--- config.mk ---
export PLATFORM = sky130hd
export DESIGN_NAME = rrts_ctrl
export DESIGN_NICKNAME = d
export VERILOG_FILES = /design/src/design/rrts_pkg.sv /design/src/design/rrts_ctrl.sv
export SDC_FILE = /design/constraint.sdc
export NUM_CORES = 1
export LEC_CHECK = 0
export ABC_AREA = 1
export BUFFER_PORTS_ARGS = -buffer_cell sky130_fd_sc_hd__buf_4
export CELL_PAD_IN_SITES_DETAIL_PLACEMENT = 0
export CELL_PAD_IN_SITES_GLOBAL_PLACEMENT = 1
export CORE_AREA = 5 5 42 44
export CTS_BUF_LIST = sky130_fd_sc_hd__clkbuf_8
export DETAILED_ROUTE_END_ITERATION = 10
export DIE_AREA = 0 0 47 49
export GPL_TIMING_DRIVEN = 0
export PLACE_DENSITY_LB_ADDON = 0.12
export SLEW_MARGIN = 20
export SYNTH_ARGS = -nofsm -noshare
export SYNTH_HDL_FRONTEND = slang
export SYNTH_SLANG_ARGS = --single-unit
--- constraint.sdc ---
create_clock -name clock -period 1 [get_ports clock]
set_clock_uncertainty 0.15 [all_clocks]
set_input_delay 0.05 -clock clock [delete_from_list [all_inputs] [get_ports clock]]
set_output_delay 0.05 -clock clock [all_outputs]
set_load 0.05 [all_outputs]
--- src/design/rrts_pkg.sv ---
// ----------------------------------------------------------------------------
// Round-robin time-slice scheduler package
// Shared types and constants for the scheduler controller, datapath and top.
// ----------------------------------------------------------------------------
package rrts_pkg;

   localparam int TICK_W    = 24;
   localparam int ID_W      = 16;
   localparam int CPU_W     = 16;
   localparam int WAIT_W    = 31;
   localparam int ACT_W     = 2;
   localparam int CFG_W     = 8;
   localparam int CSR_IDX_W = 2;

   // One full tick of CPU time in hundredths.
   localparam logic [CPU_W-1:0] ONE_TICK = 16'd100;

   localparam logic [CSR_IDX_W-1:0] CSR_QUANTUM       = 2'd0;
   localparam logic [CSR_IDX_W-1:0] CSR_DISPATCH_COST = 2'd1;

   localparam logic [ACT_W-1:0] ACT_IDLE     = 2'd0;
   localparam logic [ACT_W-1:0] ACT_DISPATCH = 2'd1;
   localparam logic [ACT_W-1:0] ACT_RUN      = 2'd2;

   localparam logic MODE_ARRIVAL = 1'b0;
   localparam logic MODE_TICK    = 1'b1;

   typedef enum logic [1:0] {
      PH_FREE     = 2'd0,
      PH_DISPATCH = 2'd1,
      PH_RUN      = 2'd2
   } phase_type;

   typedef enum logic [1:0] {
      ST_IDLE = 2'd0,
      ST_POP  = 2'd1,
      ST_EXEC = 2'd2
   } ctrl_state_type;

   typedef struct packed {
      logic             mode;
      logic [ID_W-1:0]  task_id;
      logic [CPU_W-1:0] cpu_need;
   } req_type;

   typedef struct packed {
      logic [TICK_W-1:0] tick_time;
      logic [ACT_W-1:0]  activity;
      logic [ID_W-1:0]   current_id;
      logic [CPU_W-1:0]  used_before;
      logic              zero_cost_dispatch;
      logic              finished;
      logic [TICK_W-1:0] turnaround;
      logic [WAIT_W-1:0] waiting;
      logic              queue_overflow;
   } rsp_type;

   // One ready-queue entry: id, arrival tick, request, CPU used so far.
   typedef struct packed {
      logic [ID_W-1:0]   id;
      logic [TICK_W-1:0] arrival;
      logic [CPU_W-1:0]  request;
      logic [CPU_W-1:0]  used;
   } entry_type;

   localparam int ENTRY_W = $bits(entry_type);

   // Commands from the controller to the datapath.
   typedef struct packed {
      logic arrive;   // take an arrival transaction
      logic tick;     // take a tick transaction, advance the tick counter
      logic pop;      // load the queue head into the running task
      logic exec;     // process the tick and load the result register
   } cmd_type;

   // Status from the datapath to the controller.
   typedef struct packed {
      logic need_pop; // CPU free and the ready queue holds a task
   } stat_type;

endpackage

--- src/design/rrts_ctrl.sv ---
// ----------------------------------------------------------------------------
// Scheduler controller
// Sequences arrival and tick transactions and owns the result valid flag.
// ----------------------------------------------------------------------------
module rrts_ctrl (
   input  logic              clock,
   input  logic              reset,
   input  logic              req_valid,
   input  logic              req_mode,
   output logic              req_stall,
   output logic              rsp_valid,
   input  logic              rsp_stall,
   input  rrts_pkg::stat_type status,
   output rrts_pkg::cmd_type  cmd
);

   rrts_pkg::ctrl_state_type state_ff, state_in;
   logic rsp_valid_ff, rsp_valid_in;
   logic req_take;
   logic out_busy;

   assign req_take = req_valid && (state_ff == rrts_pkg::ST_IDLE);
   // The result register is full and its transaction is not completing now.
   assign out_busy = rsp_valid_ff && rsp_stall;

   always_comb begin
      state_in = state_ff;
      case (state_ff)
         rrts_pkg::ST_IDLE: begin
            if (req_take && (req_mode == rrts_pkg::MODE_TICK)) begin
               state_in = status.need_pop ? rrts_pkg::ST_POP : rrts_pkg::ST_EXEC;
            end
         end
         rrts_pkg::ST_POP: begin
            state_in = rrts_pkg::ST_EXEC;
         end
         rrts_pkg::ST_EXEC: begin
            if (!out_busy) begin
               state_in = rrts_pkg::ST_IDLE;
            end
         end
         default: begin
            state_in = rrts_pkg::ST_IDLE;
         end
      endcase
   end

   always_comb begin
      cmd       = '0;
      req_stall = 1'b1;
      case (state_ff)
         rrts_pkg::ST_IDLE: begin
            req_stall  = 1'b0;
            cmd.arrive = req_take && (req_mode == rrts_pkg::MODE_ARRIVAL);
            cmd.tick   = req_take && (req_mode == rrts_pkg::MODE_TICK);
         end
         rrts_pkg::ST_POP: begin
            cmd.pop = 1'b1;
         end
         rrts_pkg::ST_EXEC: begin
            cmd.exec = !out_busy;
         end
         default: begin
            req_stall = 1'b1;
         end
      endcase
   end

   always_comb begin
      rsp_valid_in = rsp_valid_ff;
      if (rsp_valid_ff && !rsp_stall) begin
         rsp_valid_in = 1'b0;
      end
      if (cmd.exec) begin
         rsp_valid_in = 1'b1;
      end
   end

   always_ff @(posedge clock) begin
      if (reset) begin
         state_ff     <= rrts_pkg::ST_IDLE;
         rsp_valid_ff <= 1'b0;
      end else begin
         state_ff     <= state_in;
         rsp_valid_ff <= rsp_valid_in;
      end
   end

   assign rsp_valid = rsp_valid_ff;

endmodule

Yosys cells after proc, flatten, opt, wreduce, memory -nomap -nowiden
Index checks and enable logic that the tools add are counted.
{"block": "op_classes", "n_reduce_logical": 10, "bitwise_logic": 1, "eq_ne": 4, "muxes": 10}
{"op": "$mux W2", "n": 4}
{"op": "$pmux W2 S3", "n": 1}
{"op": "$logic_and A1 B1 Y1", "n": 5}
{"op": "$mux W1", "n": 5}
{"op": "$eq A2 B1 Y1 const B", "n": 1}
{"op": "$eq A2 B2 Y1 const B", "n": 1}
{"op": "$logic_not A1 Y1", "n": 2}
{"op": "$logic_not A2 Y1", "n": 1}
{"op": "$ne A2 B1 Y1 const B", "n": 1}
{"op": "$ne A2 B2 Y1 const B", "n": 1}
{"op": "$reduce_and A2 Y1", "n": 1}
{"op": "$reduce_bool A2 Y1", "n": 1}
{"op": "$not A1 Y1", "n": 1}
{"block": "word_totals", "in_bits": 6, "reg_bits": 3, "wordCells": 27}

Depth between registers and ports, before layout
Gate-level depths: netlist of the first run.
{"block": "depth", "depth_word": 5, "depth_mapped": 4}

Worst setup path after synthesis of the first run
No wires, ideal clock.
{"block": "synth_timing", "path_kind": "register -> output", "startpoint": "register state_ff[1]", "endpoint": "output port cmd[3] (netlist bit)", "arrival_ps": 1423, "path_stages_with_launch": 4, "setup_slack_ps": -623, "n_path_buf": 0, "path_cell_list": "dfxtp_1 nor2_2 inv_1 nor3_2"}
{"item": "start, declared", "line_no": "rrts_ctrl.sv:17", "rtl": "rrts_pkg::ctrl_state_type state_ff, state_in;"}
{"item": "start signal, assigned", "line_no": "rrts_ctrl.sv:81", "rtl": "state_ff <= rrts_pkg::ST_IDLE;"}
{"item": "start signal, assigned", "line_no": "rrts_ctrl.sv:84", "rtl": "state_ff <= state_in;"}
{"item": "end, declared", "line_no": "rrts_ctrl.sv:14", "rtl": "output rrts_pkg::cmd_type cmd"}

==> results of run 1 <==
## kinds of logic (layout without fill, tap and decap cells)
logic type,after synthesis,count (layout),synth area share
and+or+nand+nor,11,11,0.350
AOI/OAI and AO/OA,4,4,0.136
buffers and inverters,7,31,0.171
DFF,3,3,0.343
## layout by cell type (no fill, tap or decap), drive strengths merged
| master | Yosys | routed |
|---|---|---|
| nor2 | 4 | 4 |
| dfxtp | 3 | 3 |
| nand3b | 1 | 1 |
| clkinvlp | 0 | 1 |
| dlygate4sd3 | 0 | 2 |
| clkbuf | 0 | 3 |
| nor3 | 1 | 1 |
| nand3 | 2 | 2 |
| o21ai | 1 | 1 |
| nand2 | 3 | 3 |
| a21oi | 3 | 3 |
| inv | 6 | 6 |
| buf | 1 | 19 |
## metal layers
metal	wire length [um]	vias to the layer above	part of all wire
li1	-	124	-
met1	224	107	0.42
met2	271	10	0.51
met3	37	0	0.070
met4	0	0	0
met5	0	-	0
## worst max path at each step
stage / depth (start not counted) / to / slack (ns) / startpoint
2_1_floorplan: 3 / cmd[3] / -0.39 / state_ff[0]$_SDFFE_PP0P_
3_3_place_gp: 5 / cmd[0] / -0.11 / state_ff[0]$_SDFFE_PP0P_
3_5_place_dp: 5 / cmd[0] / -0.10 / state_ff[0]$_SDFFE_PP0P_
4_1_cts: 4 / cmd[3] / -0.25 / state_ff[1]$_SDFFE_PP0P_
5_1_grt: 5 / cmd[0] / -0.30 / state_ff[0]$_SDFFE_PP0P_
6_report: 5 / cmd[0] / -0.23 / state_ff[0]$_SDFFE_PP0P_
## through the flow
| step | std cells | worst slack (ns) | util |
|---|---|---|---|
| finish | 65 | -0.233 | 0.333 |
| global route | 65 | -0.302 | 0.333 |
| CTS | 63 | -0.254 | 0.314 |
| detailed placement | 52 | -0.103 | 0.213 |
| global placement | 52 | -0.108 | 0.213 |
| floorplan | 25 | -0.385 | - |
## registers in the layout (all words and copies together) (netlist names)
name	cells
state_ff	2
rsp_valid	1
## final cells by class
type / count / area share
Clock inverter: 1 / 0.00804
Timing Repair Buffer: 20 / 0.413
Buffer: 1 / 0.0161
Clock buffer: 3 / 0.0885
Sequential cell: 3 / 0.147
Inverter: 6 / 0.0563
Tap cell: 16 / 0.0429
Multi-Input combinational cell: 15 / 0.228
## repair_timing
| action | 4_1_cts | 5_1_grt |
|---|---|---|
| endpoints found under the hold margin | 3 | 1 |
| setup endpoints to repair | 6 | 7 |
| pin swaps | 3 | 2 |
| gates resized for setup | 14 | 3 |
| setup buffers | 5 | 2 |
## where the power goes
group	internal [W]	switching, W
clock network	0.000260	0.0000698
registers	0.000123	0.00000526
logic	0.0000886	0.0000930
## critical path, cell delays in order, from the launching register on
cell     delay, ns
dfxtp_2       0.33
inv_2         0.08
nand2_1       0.07
nor2_1        0.09
buf_4         0.12
buf_8         0.13
==> metrics.md, run 1 <==
| Metric | Value |
|---|---|
| Status | finished, violations left |
| Failing checks | negative hold slack, negative setup slack |
| Clock buffer depth | 2 |
| Final Worst Setup Slack | -0.233 ns |
| Busiest grt layer | met2 |
| Synth async-reset ratio | 0 |
| CTS clk-pin slew, worst paths | 0.03 ns |
| Max-cap violations | 0 |
| LEAKAGE | between 0.2 and 0.25 nW |
| Setup TNS Final | -1.33 ns |
| WS Path Type | reg2out |
| R2R Setup Slk | -0.20 ns |
| YS warnings | 0 |
| Fin crit period | around 1.2 ns |
| Max Clk Rate | just over 0.8 GHz |
| # diodes | 0 |
| Critical path fanouts, max | 3 |
| CTS tree | built |
| CTS Sinks | 3 |
| First-pass iteration count of the detailed router | 1 |
| Cell with the most instances after synthesis | inv_1 |
| RSZ-0062 raised after global routing | true |
| Worst hold slack | -0.0447 ns |
| Post-Place Cell Area | ~300 sq um |
| Starting Density | 0.125 |
| Grt met3 use | 0.0332 |
| Share of cells above drive strength 1 | 0.694 |
| Cts bufs inserted | 3 |
| Drt drc | 0 |
| Critical path data arrival time | 1.03 ns |
| Hpwl dp | around 400 um |
| Area used by multi-input combinational logic | ~110 sq um |
| Worst Hold End | rsp_valid$_SDFFE_PP0P_ |
| Maximum VDD drop | 0.833 mV |
| Area grow syn2layout | 166% |
| Die area | 2300 sq um |
| Main flop type after synthesis | dfxtp_1 |
| Design area | roughly 470 sq um |
| Largest area contributor in the netlist | dfxtp_1 |
| Cell row count | 14 |
| Design Power | 0.000640 W |
| Reg area | roughly 70 sq um |
| Flops & latches, synth | 3 |
| Iteration-0 DRC Markers | 0 |
| GR Layer Usage met2 | 0.0769 |
| Syn Area/Cell | between 7 and 8 sq um |
| GR Layer Usage met1 | 0.0592 |
| Worst r2r path cells | 7 |
| Hold path depth | 3 |
| Fill count | approximately 170 |
| Headroom to the max-slew limit | 0.913 |
| Vias | approximately 240 |
| CTS H-tree depth | 1 |
| EDFF count, synth | 0 |
| IO Count | 12 |
| Core area | around 1400 sq um |
| WL final | 532 um |
| Worst min-delay path class | in2reg |
| Die W | 47 um |
| Routed Antenna Nets | 0 |
| WP data required | 0.80 ns |
| Post-Syn Area | about 180 sq um |
| Initial antenna violation count | 0 |
| First-pass GRT wire length | about 860 um |
| Vias in the first global route | 242 |
| Worst reg2reg endpoint | state_ff[1]$_SDFFE_PP0P_ |
| Distinct cells, synth | 12 |
| Pins over their slew limit | 0 |
| Fin crit share | 1.23 |
| Clk root buf | clkbuf_8 |
| Post-CTS Hold Buffers | 2 |
| Largest net degree at the start of global routing | 5 |
| Worst-margin pin slew | around 0.13 ns |
| Pwr/cell area | 1370 nW/um^2 |
| Clock Latency Late Sink | about 0.21 ns |
| WL/cell | about 8 um |
| Synthesized Nets | 31 |
| IO Port Bufs | 11 |
| Nets | 56 |
| Startpoint types | flop |
| Post-synth top area share | 0.343 |
| Seq/Total Area, Yosys | 0.343 |
| GP Congestion | 0.588 |
| Die H | just under 50 um |
| Final Hold Viols | 1 |
| Final number of setup-violating endpoints | 7 |
| Gr ovfl total | 0 |
| Hold Crit Start | rsp_stall |
| Commonest cells post-synth | inv_1 (6), a21oi_1 (3), dfxtp_1 (3), nand2_1 (3), nor2_1 (3) |
| Synth Instances | 25 |
| Synth top area cells | dfxtp_1 (34%), inv_1 (13%), a21oi_1 (8.6%) |
| Vias per cell | between 3 and 4 |
| RR Startpoint | state_ff[0]$_SDFFE_PP0P_ |
| Gr usage total | 0.0535 |
| Worst setup EP type | output port |
(Power assumes the default switching activity.)
==> inputs of run 2 (changes only) <==
--- a/config.mk
+++ b/config.mk
@@ -10,7 +10,7 @@
 export CELL_PAD_IN_SITES_DETAIL_PLACEMENT = 0
 export CELL_PAD_IN_SITES_GLOBAL_PLACEMENT = 1
 export CORE_AREA = 5 5 42 44
-export CTS_BUF_LIST = sky130_fd_sc_hd__clkbuf_8
+export CTS_BUF_LIST = sky130_fd_sc_hd__clkbuf_16
 export DETAILED_ROUTE_END_ITERATION = 10
 export DIE_AREA = 0 0 47 49
 export GPL_TIMING_DRIVEN = 0
==> run 2 against run 1 <==
  * The flow still finishes with violations (negative hold slack, negative setup slack)
  * Hold slack lost 0.0093 ns
  * Critical endpoint is now cmd[3]
  * Critical path depth decreased by 1
  * Clock power is 86% higher
==> metrics.md, run 2 (same netlist as run 1, synthesis figures left out) <==
| Metric | Value |
|---|---|
| Gr usage total | 0.0528 |
| Max incr delay on CP | roughly 0.35 ns |
| Gate power share | 0.197 |
| GP Congestion | a little under 0.6 |
| Critical path data arrival time | 1.04 ns |
| CTS tree | built |
| Maximum VDD drop | 0.951 mV |
| Vias in the first global route | about 240 |
| IO Count | 12 |
| Final Worst Setup Slack | -0.240 ns |
| Crit path from | state_ff[1]$_SDFFE_PP0P_ |
| WS Path Type | reg2out |
| Core area | 1400 sq um |
| Hpwl dp | 397 um |
| Int Power | 0.000727 W |
| R2R Setup Slk | -0.21 ns |
| CTS clk-pin slew, worst paths | approximately 0.030 ns |
| RR Startpoint | state_ff[1]$_SDFFE_PP0P_ |
| Most common cell after layout, fill and taps aside | buf_4 |
| Starting Density | 0.125 |
| First-pass iteration count of the detailed router | 1 |
| Final Hold Viols | 1 |
| Critical path destination | cmd[3] |
| Clock buffer depth | 2 |
| Cell row count | 14 |
| Sw Ratio | 0.215 |
| Gr ovfl total | 0 |
| Post-CTS Hold Buffers | 2 |
| Worst setup EP type | output port |
| RSZ-0062 raised after global routing | true |
| Die H | between 40 and 50 um |
| Crit path depth | 4 |
| Initial antenna violation count | 0 |
| LEAKAGE | 0.242 nW |
| Cts bufs inserted | 3 |
| Iteration-0 DRC Markers | 0 |
| Vias | between 200 and 250 |
| Vias per cell | 3.71 |
| Fin crit share | 1.24 |
| Worst hold slack | -0.0541 ns |
| Commonest non-fill, non-tap cells in the layout | buf_4 (12), inv_1 (4), buf_6 (4) |
| Max-cap violations | 0 |
| WL final | 553 um |
| Drt drc | 0 |
| CP delay by family, top | flip-flops |
| Die area | roughly 2300 sq um |
| Final number of setup-violating endpoints | 7 |
| Worst min-delay path class | in2reg |
| WL/cell | roughly 8.5 um |
| Slowest stage cell, crit path | dfxtp_4 |
| Clk root buf | clkbuf_16 |
| Most flops, register | state_ff |
| Largest net degree at the start of global routing | 5 |
| IO Port Bufs | 11 |
| Pins over their slew limit | 0 |
| Worst-margin pin slew | about 0.13 ns |
| CTS Sinks | 3 |
| Nets | 56 |
| WP data required | 0.80 ns |
| First-pass GRT wire length | about 850 um |
| Headroom to the max-slew limit | 0.913 |
| Core Util, Final | 0.359 |
| Pwr/cell area | 1840 nW/um^2 |
| Die W | ~47 um |
| # diodes | 0 |
| Status | finished, violations left |
| Clock Latency Late Sink | about 0.22 ns |
| Routed Antenna Nets | 0 |
| Startpoint types | flop |
| Worst r2r path cells | 7 |
| Failing checks | negative hold slack, negative setup slack |
| Register share of total power | 0.139 |
| Fin crit period | around 1.2 ns |
| CP bufs+invs | 2 |
| CTS H-tree depth | 1 |
| NetSw | between 0.00015 and 0.0002 W |
| Critical path fanouts, max | 3 |
| Area grow syn2layout | 187% |
| Clock network fraction of total power | 0.664 |
| Crit path cell chain | nor2_4 > inv_2 > nor3_4 > buf_6 |
| Max Clk Rate | a little over 0.8 GHz |
| Fill count | between 150 and 200 |
| Max reg flops | 2 |
| Design Power | around 0.0009 W |
| Worst reg2reg endpoint | state_ff[1]$_SDFFE_PP0P_ |
| Share of cells above drive strength 1 | 0.714 |
| Setup TNS Final | -1.39 ns |
## run 2: cell counts in the layout (fill, tap and decap cells not counted)
Identical to the previous run, type by type.
## run 2: repair_timing
| action | in CTS | in global routing |
|---|---|---|
| setup buffers | 5 | 2 |
| endpoints found under the hold margin | 3 | 1 |
| endpoints found under the setup margin | 6 | 7 |
| gates resized for setup | 14 | 4 |
| pin swaps | 3 | 2 |
| cloned | 0 | 0 |
## run 2: worst min-delay path by stage
stage / from / to / slack [ns] / cells after the start
after floorplan: reset / rsp_valid$_SDFFE_PP0P_ / -0.04 / 1
after global placement: reset / rsp_valid$_SDFFE_PP0P_ / 0.07 / 2
after detailed placement: reset / rsp_valid$_SDFFE_PP0P_ / 0.08 / 2
after CTS: rsp_stall / rsp_valid$_SDFFE_PP0P_ / -0.04 / 3
after global routing: rsp_stall / rsp_valid$_SDFFE_PP0P_ / -0.03 / 3
final: rsp_stall / rsp_valid$_SDFFE_PP0P_ / -0.05 / 3
## run 2: layer usage
metal,track usage,part of all wire,up-vias
met1,0.0570,0.40,107
met2,0.0769,0.52,10
li1,-,-,124
met4,0.0276,0,0
met3,0.0332,0.080,0
met5,0,0,-
## run 2: cell type report
| type | count | area [sq um] | area share |
|---|---|---|---|
| Timing Repair Buffer | 20 | 193 | 0.383 |
| Sequential cell | 3 | 68.8 | 0.137 |
| Clock buffer | 3 | 75.1 | 0.149 |
| Tap cell | 16 | 20.0 | 0.0398 |
| Clock inverter | 1 | 3.75 | 0.00746 |
| Inverter | 6 | 26.3 | 0.0522 |
| Buffer | 1 | 7.51 | 0.0149 |
| Multi-Input combinational cell | 15 | 109 | 0.216 |
## run 2: stage by stage
step | setup WS (ns) | cells | cell area [sq um]
floorplan | -0.385 | 25 | 195
global placement | -0.108 | 52 | 298
detailed placement | -0.103 | 52 | 298
CTS | -0.261 | 63 | 474
global route | -0.301 | 65 | 503
finish | -0.240 | 65 | 503
## run 2: power by group through the flow
stage,Combinational (W),Clock (W),Sequential (W)
finish,0.000182,0.000615,0.000129
global route,0.000193,0.000637,0.000130
CTS,0.000174,0.000623,0.000128
detailed placement,0.000128,0,0.000132
global placement,0.000128,0,0.000132
floorplan,0.0000780,0,0.000136
## run 2: tightest hold or removal path: cells and delay by family
family	cells	cell delay, ns
AND/OR/NAND/NOR	1	0.06
AO/OA/AOI/OAI	1	0.06
buffers and inverters	1	0.11
